File: src/sv/scs_pkg.sv
package scs_pkg;

  localparam int DEF_STACK_DEPTH = 64;
  localparam int DEF_ADDR_BITS   = 32;

  localparam int ADDR_W  = 32;
  localparam int DEPTH_W = 7;

  localparam logic [ADDR_W-1:0] CODE_START_RST = 32'h0010_0000;
  localparam logic [ADDR_W-1:0] CODE_END_RST   = 32'h0080_0000;
  localparam logic [1:0]        ALIGN_MASK     = 2'b11;

  localparam logic REG_CODE_START = 1'b0;
  localparam logic REG_CODE_END   = 1'b1;

  localparam logic ACT_CALL = 1'b0;
  localparam logic ACT_RET  = 1'b1;

  localparam logic [1:0] ST_VALID    = 2'd0;
  localparam logic [1:0] ST_BAD_CALL = 2'd1;
  localparam logic [1:0] ST_BAD_RET  = 2'd2;

  localparam logic [1:0] CA_NONE      = 2'd0;
  localparam logic [1:0] CA_REGION    = 2'd1;
  localparam logic [1:0] CA_MISMATCH  = 2'd2;
  localparam logic [1:0] CA_UNALIGNED = 2'd3;

  typedef struct packed {
    logic [1:0] status;
    logic [1:0] cause;
  } verdict_t;

endpackage

File: src/sv/scs_ram.sv
module scs_ram #(
  parameter int WIDTH = 32,
  parameter int DEPTH = 64
) (
  input  logic                     clk,
  input  logic                     we,
  input  logic [$clog2(DEPTH)-1:0] waddr,
  input  logic [WIDTH-1:0]         wdata,
  input  logic                     re,
  input  logic [$clog2(DEPTH)-1:0] raddr,
  output logic [WIDTH-1:0]         rdata
);

  logic [WIDTH-1:0] mem [DEPTH];

  always_ff @(posedge clk) begin
    if (we) begin
      mem[waddr] <= wdata;
    end
    if (re) begin
      rdata <= mem[raddr];
    end
  end

endmodule

File: src/sv/scs_check.sv
module scs_check #(
  parameter int AW = 32
) (
  input  logic              is_ret,
  input  logic [AW-1:0]     addr,
  input  logic [AW-1:0]     expected,
  input  logic [AW-1:0]     code_start,
  input  logic [AW-1:0]     code_end,
  output scs_pkg::verdict_t verdict
);

  import scs_pkg::*;

  logic in_region;
  logic mismatch;
  logic unaligned;
  logic [1:0] bad_status;

  assign in_region  = (addr >= code_start) && (addr <= code_end);
  assign mismatch   = is_ret && (expected != '0) && (addr != expected);
  assign unaligned  = (addr[1:0] & ALIGN_MASK) != 2'b00;
  assign bad_status = is_ret ? ST_BAD_RET : ST_BAD_CALL;

  always_comb begin
    priority if (!in_region) begin
      verdict.status = bad_status;
      verdict.cause  = CA_REGION;
    end else if (mismatch) begin
      verdict.status = bad_status;
      verdict.cause  = CA_MISMATCH;
    end else if (unaligned) begin
      verdict.status = bad_status;
      verdict.cause  = CA_UNALIGNED;
    end else begin
      verdict.status = ST_VALID;
      verdict.cause  = CA_NONE;
    end
  end

endmodule

File: src/sv/shadow_call_stack_checker_top.sv
// channel  direction  handshake          payload
// in       input      in_valid/in_stall  in_action, in_target_addr, in_ret_addr
// out      output     out_valid/out_stall out_status, out_cause, out_stack_full, out_depth
// cfg      input      cfg_we             cfg_index, cfg_wdata
//
// a call beat: check and push happen at accept, result registered
// a return beat is checked after the registered read of the stack ram, result registered
// reset clears depth and handshake, loads region defaults; stack entries are not cleared
// input is stalled while a return waits on its ram read or the output beat is held
module shadow_call_stack_checker_top #(
  parameter int STACK_DEPTH = scs_pkg::DEF_STACK_DEPTH,
  parameter int ADDR_BITS   = scs_pkg::DEF_ADDR_BITS
) (
  input  logic                        clk,
  input  logic                        rst_n,
  input  logic                        in_valid,
  output logic                        in_stall,
  input  logic                        in_action,
  input  logic [scs_pkg::ADDR_W-1:0]  in_target_addr,
  input  logic [scs_pkg::ADDR_W-1:0]  in_ret_addr,
  output logic                        out_valid,
  input  logic                        out_stall,
  output logic [1:0]                  out_status,
  output logic [1:0]                  out_cause,
  output logic                        out_stack_full,
  output logic [scs_pkg::DEPTH_W-1:0] out_depth,
  input  logic                        cfg_we,
  input  logic                        cfg_index,
  input  logic [scs_pkg::ADDR_W-1:0]  cfg_wdata
);

  import scs_pkg::*;

  localparam int AW = (ADDR_BITS < ADDR_W) ? ADDR_BITS : ADDR_W;
  localparam int IW = $clog2(STACK_DEPTH);
  localparam int DW = $clog2(STACK_DEPTH + 1);
  localparam logic [DW-1:0] FULL_DEPTH = DW'(STACK_DEPTH);

  logic [ADDR_W-1:0] code_start_r;
  logic [ADDR_W-1:0] code_end_r;
  logic [DW-1:0]     depth_r, depth_nxt;
  logic              busy_r;
  logic              empty_r;
  logic [AW-1:0]     ret_addr_r;

  logic              out_valid_r, out_valid_nxt;
  logic [1:0]        out_status_r, out_cause_r;
  logic              out_full_r;
  logic [DEPTH_W-1:0] out_depth_r;

  logic              accept;
  logic              is_call;
  logic              is_ret;
  logic              out_free;
  logic              push;
  logic              call_full;
  logic [AW-1:0]     rd_data;
  logic [AW-1:0]     expected;
  logic [AW-1:0]     chk_addr;
  verdict_t          verdict;
  logic [DW+DEPTH_W-1:0] depth_ext;

  assign out_free = !out_valid_r || !out_stall;
  assign in_stall = busy_r || !out_free;
  assign accept   = in_valid && !in_stall;
  assign is_call  = accept && (in_action == ACT_CALL);
  assign is_ret   = accept && (in_action == ACT_RET);

  // one checker serves the call at accept and the return in the cycle after its accept
  assign chk_addr = busy_r ? ret_addr_r : in_target_addr[AW-1:0];
  assign expected = (busy_r && !empty_r) ? rd_data : '0;

  scs_check #(.AW(AW)) u_check (
    .is_ret     (busy_r),
    .addr       (chk_addr),
    .expected   (expected),
    .code_start (code_start_r[AW-1:0]),
    .code_end   (code_end_r[AW-1:0]),
    .verdict    (verdict)
  );

  assign push      = is_call && (verdict.cause == CA_NONE) && (depth_r < FULL_DEPTH);
  assign call_full = is_call && (verdict.cause == CA_NONE) && (depth_r == FULL_DEPTH);

  scs_ram #(.WIDTH(AW), .DEPTH(STACK_DEPTH)) u_stack (
    .clk   (clk),
    .we    (push),
    .waddr (depth_r[IW-1:0]),
    .wdata (in_ret_addr[AW-1:0]),
    .re    (is_ret && (depth_r != '0)),
    .raddr (IW'(depth_r - DW'(1))),
    .rdata (rd_data)
  );

  always_comb begin
    depth_nxt = depth_r;
    if (push) begin
      depth_nxt = depth_r + DW'(1);
    end else if (is_ret && (depth_r != '0)) begin
      depth_nxt = depth_r - DW'(1);
    end
  end

  assign depth_ext = {{DEPTH_W{1'b0}}, depth_nxt};

  always_comb begin
    out_valid_nxt = out_valid_r && out_stall;
    if (is_call || busy_r) begin
      out_valid_nxt = 1'b1;
    end
  end

  always_ff @(posedge clk) begin
    if (!rst_n) begin
      code_start_r <= CODE_START_RST;
      code_end_r   <= CODE_END_RST;
      depth_r      <= '0;
      busy_r       <= 1'b0;
      out_valid_r  <= 1'b0;
    end else begin
      if (cfg_we) begin
        unique case (cfg_index)
          REG_CODE_START: code_start_r <= cfg_wdata;
          REG_CODE_END:   code_end_r   <= cfg_wdata;
          default:        code_start_r <= code_start_r;
        endcase
      end
      depth_r     <= depth_nxt;
      busy_r      <= is_ret;
      out_valid_r <= out_valid_nxt;
    end
  end

  always_ff @(posedge clk) begin
    if (is_ret) begin
      ret_addr_r <= in_ret_addr[AW-1:0];
      empty_r    <= (depth_r == '0);
    end
    if (is_call || busy_r) begin
      out_status_r <= verdict.status;
      out_cause_r  <= verdict.cause;
      out_full_r   <= call_full;
      out_depth_r  <= depth_ext[DEPTH_W-1:0];
    end
  end

  assign out_valid      = out_valid_r;
  assign out_status     = out_status_r;
  assign out_cause      = out_cause_r;
  assign out_stack_full = out_full_r;
  assign out_depth      = out_depth_r;

  a_depth_bound: assert property (@(posedge clk) disable iff (!rst_n)
    depth_r <= FULL_DEPTH)
    else $error("stack depth above capacity");

  a_ret_slot_free: assert property (@(posedge clk) disable iff (!rst_n)
    busy_r |-> !out_valid_r)
    else $error("return result would overwrite a held beat");

  a_full_keeps_depth: assert property (@(posedge clk) disable iff (!rst_n)
    call_full |=> depth_r == $past(depth_r))
    else $error("depth changed on dropped push");

  a_out_has_source: assert property (@(posedge clk) disable iff (!rst_n)
    $rose(out_valid_r) |-> $past(is_call || busy_r))
    else $error("result beat without an item");

  a_ret_follows: assert property (@(posedge clk) disable iff (!rst_n)
    is_ret |=> busy_r && out_valid_nxt)
    else $error("return result not produced on the next cycle");

endmodule

File: config.mk
export PLATFORM = sky130hd
export DESIGN_NAME = shadow_call_stack_checker_top
export DESIGN_NICKNAME = d
export VERILOG_FILES = /design/src/sv/scs_pkg.sv /design/src/sv/scs_ram.sv /design/src/sv/scs_check.sv /design/src/sv/shadow_call_stack_checker_top.sv
export SDC_FILE = /design/constraint.sdc
export NUM_CORES = 2
export LEC_CHECK = 0
export ABC_AREA = 0
export BUFFER_PORTS_ARGS = -buffer_cell sky130_fd_sc_hd__clkbuf_2
export CAP_MARGIN = 20
export CORE_ASPECT_RATIO = 0.7
export CORE_MARGIN = 10
export CORE_UTILIZATION = 65
export CTS_BUF_LIST = sky130_fd_sc_hd__clkbuf_8
export DETAILED_ROUTE_END_ITERATION = 10
export PLACE_DENSITY = 0.89
export SLEW_MARGIN = 20
export SYNTH_ARGS = -nofsm -noshare
export SYNTH_HDL_FRONTEND = slang
export SYNTH_SLANG_ARGS = --single-unit
File: constraint.sdc
create_clock -name clk -period 9.8 [get_ports clk]
set_input_delay 1.47 -clock clk [delete_from_list [all_inputs] [get_ports clk]]
set_output_delay 1.47 -clock clk [all_outputs]
set_load 0.01 [all_outputs]
==> results.toml <==
[outcome]
outcome = "finished clean"

[power]
p_total_mw = 23.95
vdd_drop_max_v = 0.0002945
pwr_density_cell_nw_per_um2 = 252.7
p_leak_nw = 29.37

[synthesis]
synth_area_leaders = "edfxtp_1 (74%), mux4_2 (18%), dfxtp_1 (1.7%)"
synth_nets = 3999
yosysSeqAreaShare_pct = 76.02
netlist.area_leader.share_pct = 74.32
syn_avg_cell_area_sq_um = 22.42
async_flop_share_pct = 0
syn-cell-area_sq_um = 85860
synth_top_area_cell = "edfxtp_1"
netlist_instances = 3830
yosysUniqueCellTypes = 62
synth_seq_cells = 2198
synth_top_flop_cell = "edfxtp_1"
yosysWarnings = 0
synth-edff-count = 2125

[setup_path]
cp.arrival_ns = 6.20
end_kind = "register"
critPathRequiredTime_ns = 10.43
cp-start-kind = "register"
timing.rr.start = "busy_r$_SDFF_PN0_"
cp_max_fo = 46
cp-startpoint = "busy_r$_SDFF_PN0_"
critical_path_class = "register to register"
crit_end = "u_stack.mem[32][29]$_DFFE_PP_"
rrSetupSlack_ns = 4.23
reg2reg_to = "u_stack.mem[32][29]$_DFFE_PP_"
worstRegToRegCells = 14

[floorplan]
start_util_pct = 65.49
die_h_um = 324.1
ioPinCount = 117
fp.dieW_um = 454.4
core_area_sq_um = 131100
rows = 111
dieArea_sq_um = 147300

[routing]
vias = 46220
wl_met3_um = 41350
routed.top_layer = "met5"
drc_errors = 0
postRouteAntennaNets = 0
wl_per_cell_um = 40.60
wl_met1_um = 79540
wl_met2_um = 116600
wirelength_um = 250800
first_pass_iters = 8
viasPerCell = 7.481
drt_iter0_drc = 9396

[cts]
cts_resized = 0
clk_latency_ns = 1.04
ctsHoldBuffers = 0
cts_made_buffers = 314
cts_tree = "done"
htree_levels = 5
cts_setup_buffers = 0
cts_root_buffer = "clkbuf_8"
cts.path.max_buffers = 4
clkSinkCount = 2198
clk_pin_slew_ns = 0.07

[sta]
setup_viol = 0
fmax_mhz = 179.5
finalHoldViolCount = 0
relSlewSlack_pct = 24.71
rsz0062_at_grt = "no"
holdWs_ns = 0.4589
drv_slew = 0
tightest_slew_ns = 1.127
skew_ns = 0.07134
min_period_over_period_pct = 56.86
timing.final.crit_period_ns = 5.572
setup_tns_ns = 0

[global_route]
grt_usage_pct = 34.43
grt_max_degree = 116
grt_pass1_vias = 45910
grt_first_pass_wirelength_um = 350700
overflow = 0
antenna_found_initial = 32

[cells_and_area]
area_growth_syn_to_layout_pct = 10.39
post-route-util_pct = 72.29
fin_cells = 6178
drive_gt1_share_pct = 31.80
mostFrequentLayoutCell = "edfxtp_1"
layout_common_cells = "edfxtp_1 (2125), mux4_2 (672), clkbuf_8 (329), inv_1 (172), nand2_1 (167)"
nets = 4370

[run]
drv_cap = 0

[place]
gp_congestion = 0.9384
io_buffers = 116
place_hpwl_um = 147800
place_inst = 5636

[hold_path]
hold_class = "register to register"
hold_depth = 2
cells in the mapped netlist, types with 10 or more instances:
cell and number:
buf_2 71, ha_1 66, nand4_1 16, nor4_1 10, clkbuf_1 102, inv_1 85
o21ai_0 25, mux2_2 26, dfxtp_1 73, nand2_1 167, nor3_1 66, nand2b_1 15
nand3_1 17, a21oi_1 101, nor2_1 38, edfxtp_1 2125, mux4_2 672, buf_1 17
xnor2_1 13
worst max-delay path: stages, from the launching register on:
cell and delay, ns:
dfxtp_2 0.31, buf_4 0.49, mux2i_1 0.39, inv_1 0.15, ha_1 0.33, a21oi_1 0.17
o21ai_0 0.17, a221oi_1 0.54, o221ai_1 0.25, o22ai_1 0.25, buf_4 0.26, nand4_1 0.11
buf_4 0.32, nor3_2 0.77, buf_4 0.60
kinds of logic after synthesis:
group                      Yosys count  synth area share (%)
buffers and inverters              283                 1.384
adders and majority gates           66                0.9618
AOI/OAI and AO/OA                  183                 1.269
xor gates and xnor gates            17                0.1734
DFF                               2198                 76.02
and+or+nand+nor                    377                 2.126
muxes                              706                 18.06
through the flow:
stage	setup WS (ns)	instance area, sq um
after CTS	4.165	94730
after detailed placement	3.902	89230
after global routing	3.877	94750
after global placement	4.035	89230
final	4.228	94780
after floorplan	2.677	85860
layer usage:
metal	GRT usage, %	vias to the layer above
met5	0.4319	-
met4	15.20	38
met3	13.23	981
met2	52.21	4961
met1	44.96	23300
li1	-	16950
sequential cells by signal, summed over array words and instances, names as in the netlist:
name,count
u_stack.rdata,32
out_depth,7
empty_r,1
out_cause,2
ret_addr_r,32
depth_r,7
out_status,2
u_stack.mem,2048
code_start_r,32
out_stack_full,1
out_valid,1
code_end_r,32
busy_r,1
final cells by class:
class	instances	area (sq um)
fill	6753	36330
timing repair buffer	253	1675
tap	1751	2191
inverter	85	319.1
sequential	2198	65280
multi-input combinational	1349	19780
clock buffer	329	4528
clock inverter	201	974.7
antenna	12	30.03
worst min-delay path by stage:
stage | start | to
floorplan | code_end_r[10]$_SDFFE_PN0P_ | code_end_r[10]$_SDFFE_PN0P_
global placement | code_end_r[20]$_SDFFE_PN0P_ | code_end_r[20]$_SDFFE_PN0P_
detailed placement | code_end_r[5]$_SDFFE_PN0P_ | code_end_r[5]$_SDFFE_PN0P_
CTS | code_end_r[5]$_SDFFE_PN0P_ | code_end_r[5]$_SDFFE_PN0P_
global route | code_end_r[31]$_SDFFE_PN0P_ | code_end_r[31]$_SDFFE_PN0P_
finish | code_start_r[27]$_SDFFE_PN0P_ | code_start_r[27]$_SDFFE_PN0P_
where the power goes:
| group | internal [mW] | switching, mW |
|---|---|---|
| combinational | 2.75 | 3.88 |
| clock | 3.25 | 3.40 |
| sequential | 10.5 | 0.189 |
(Power assumes the default switching activity.)
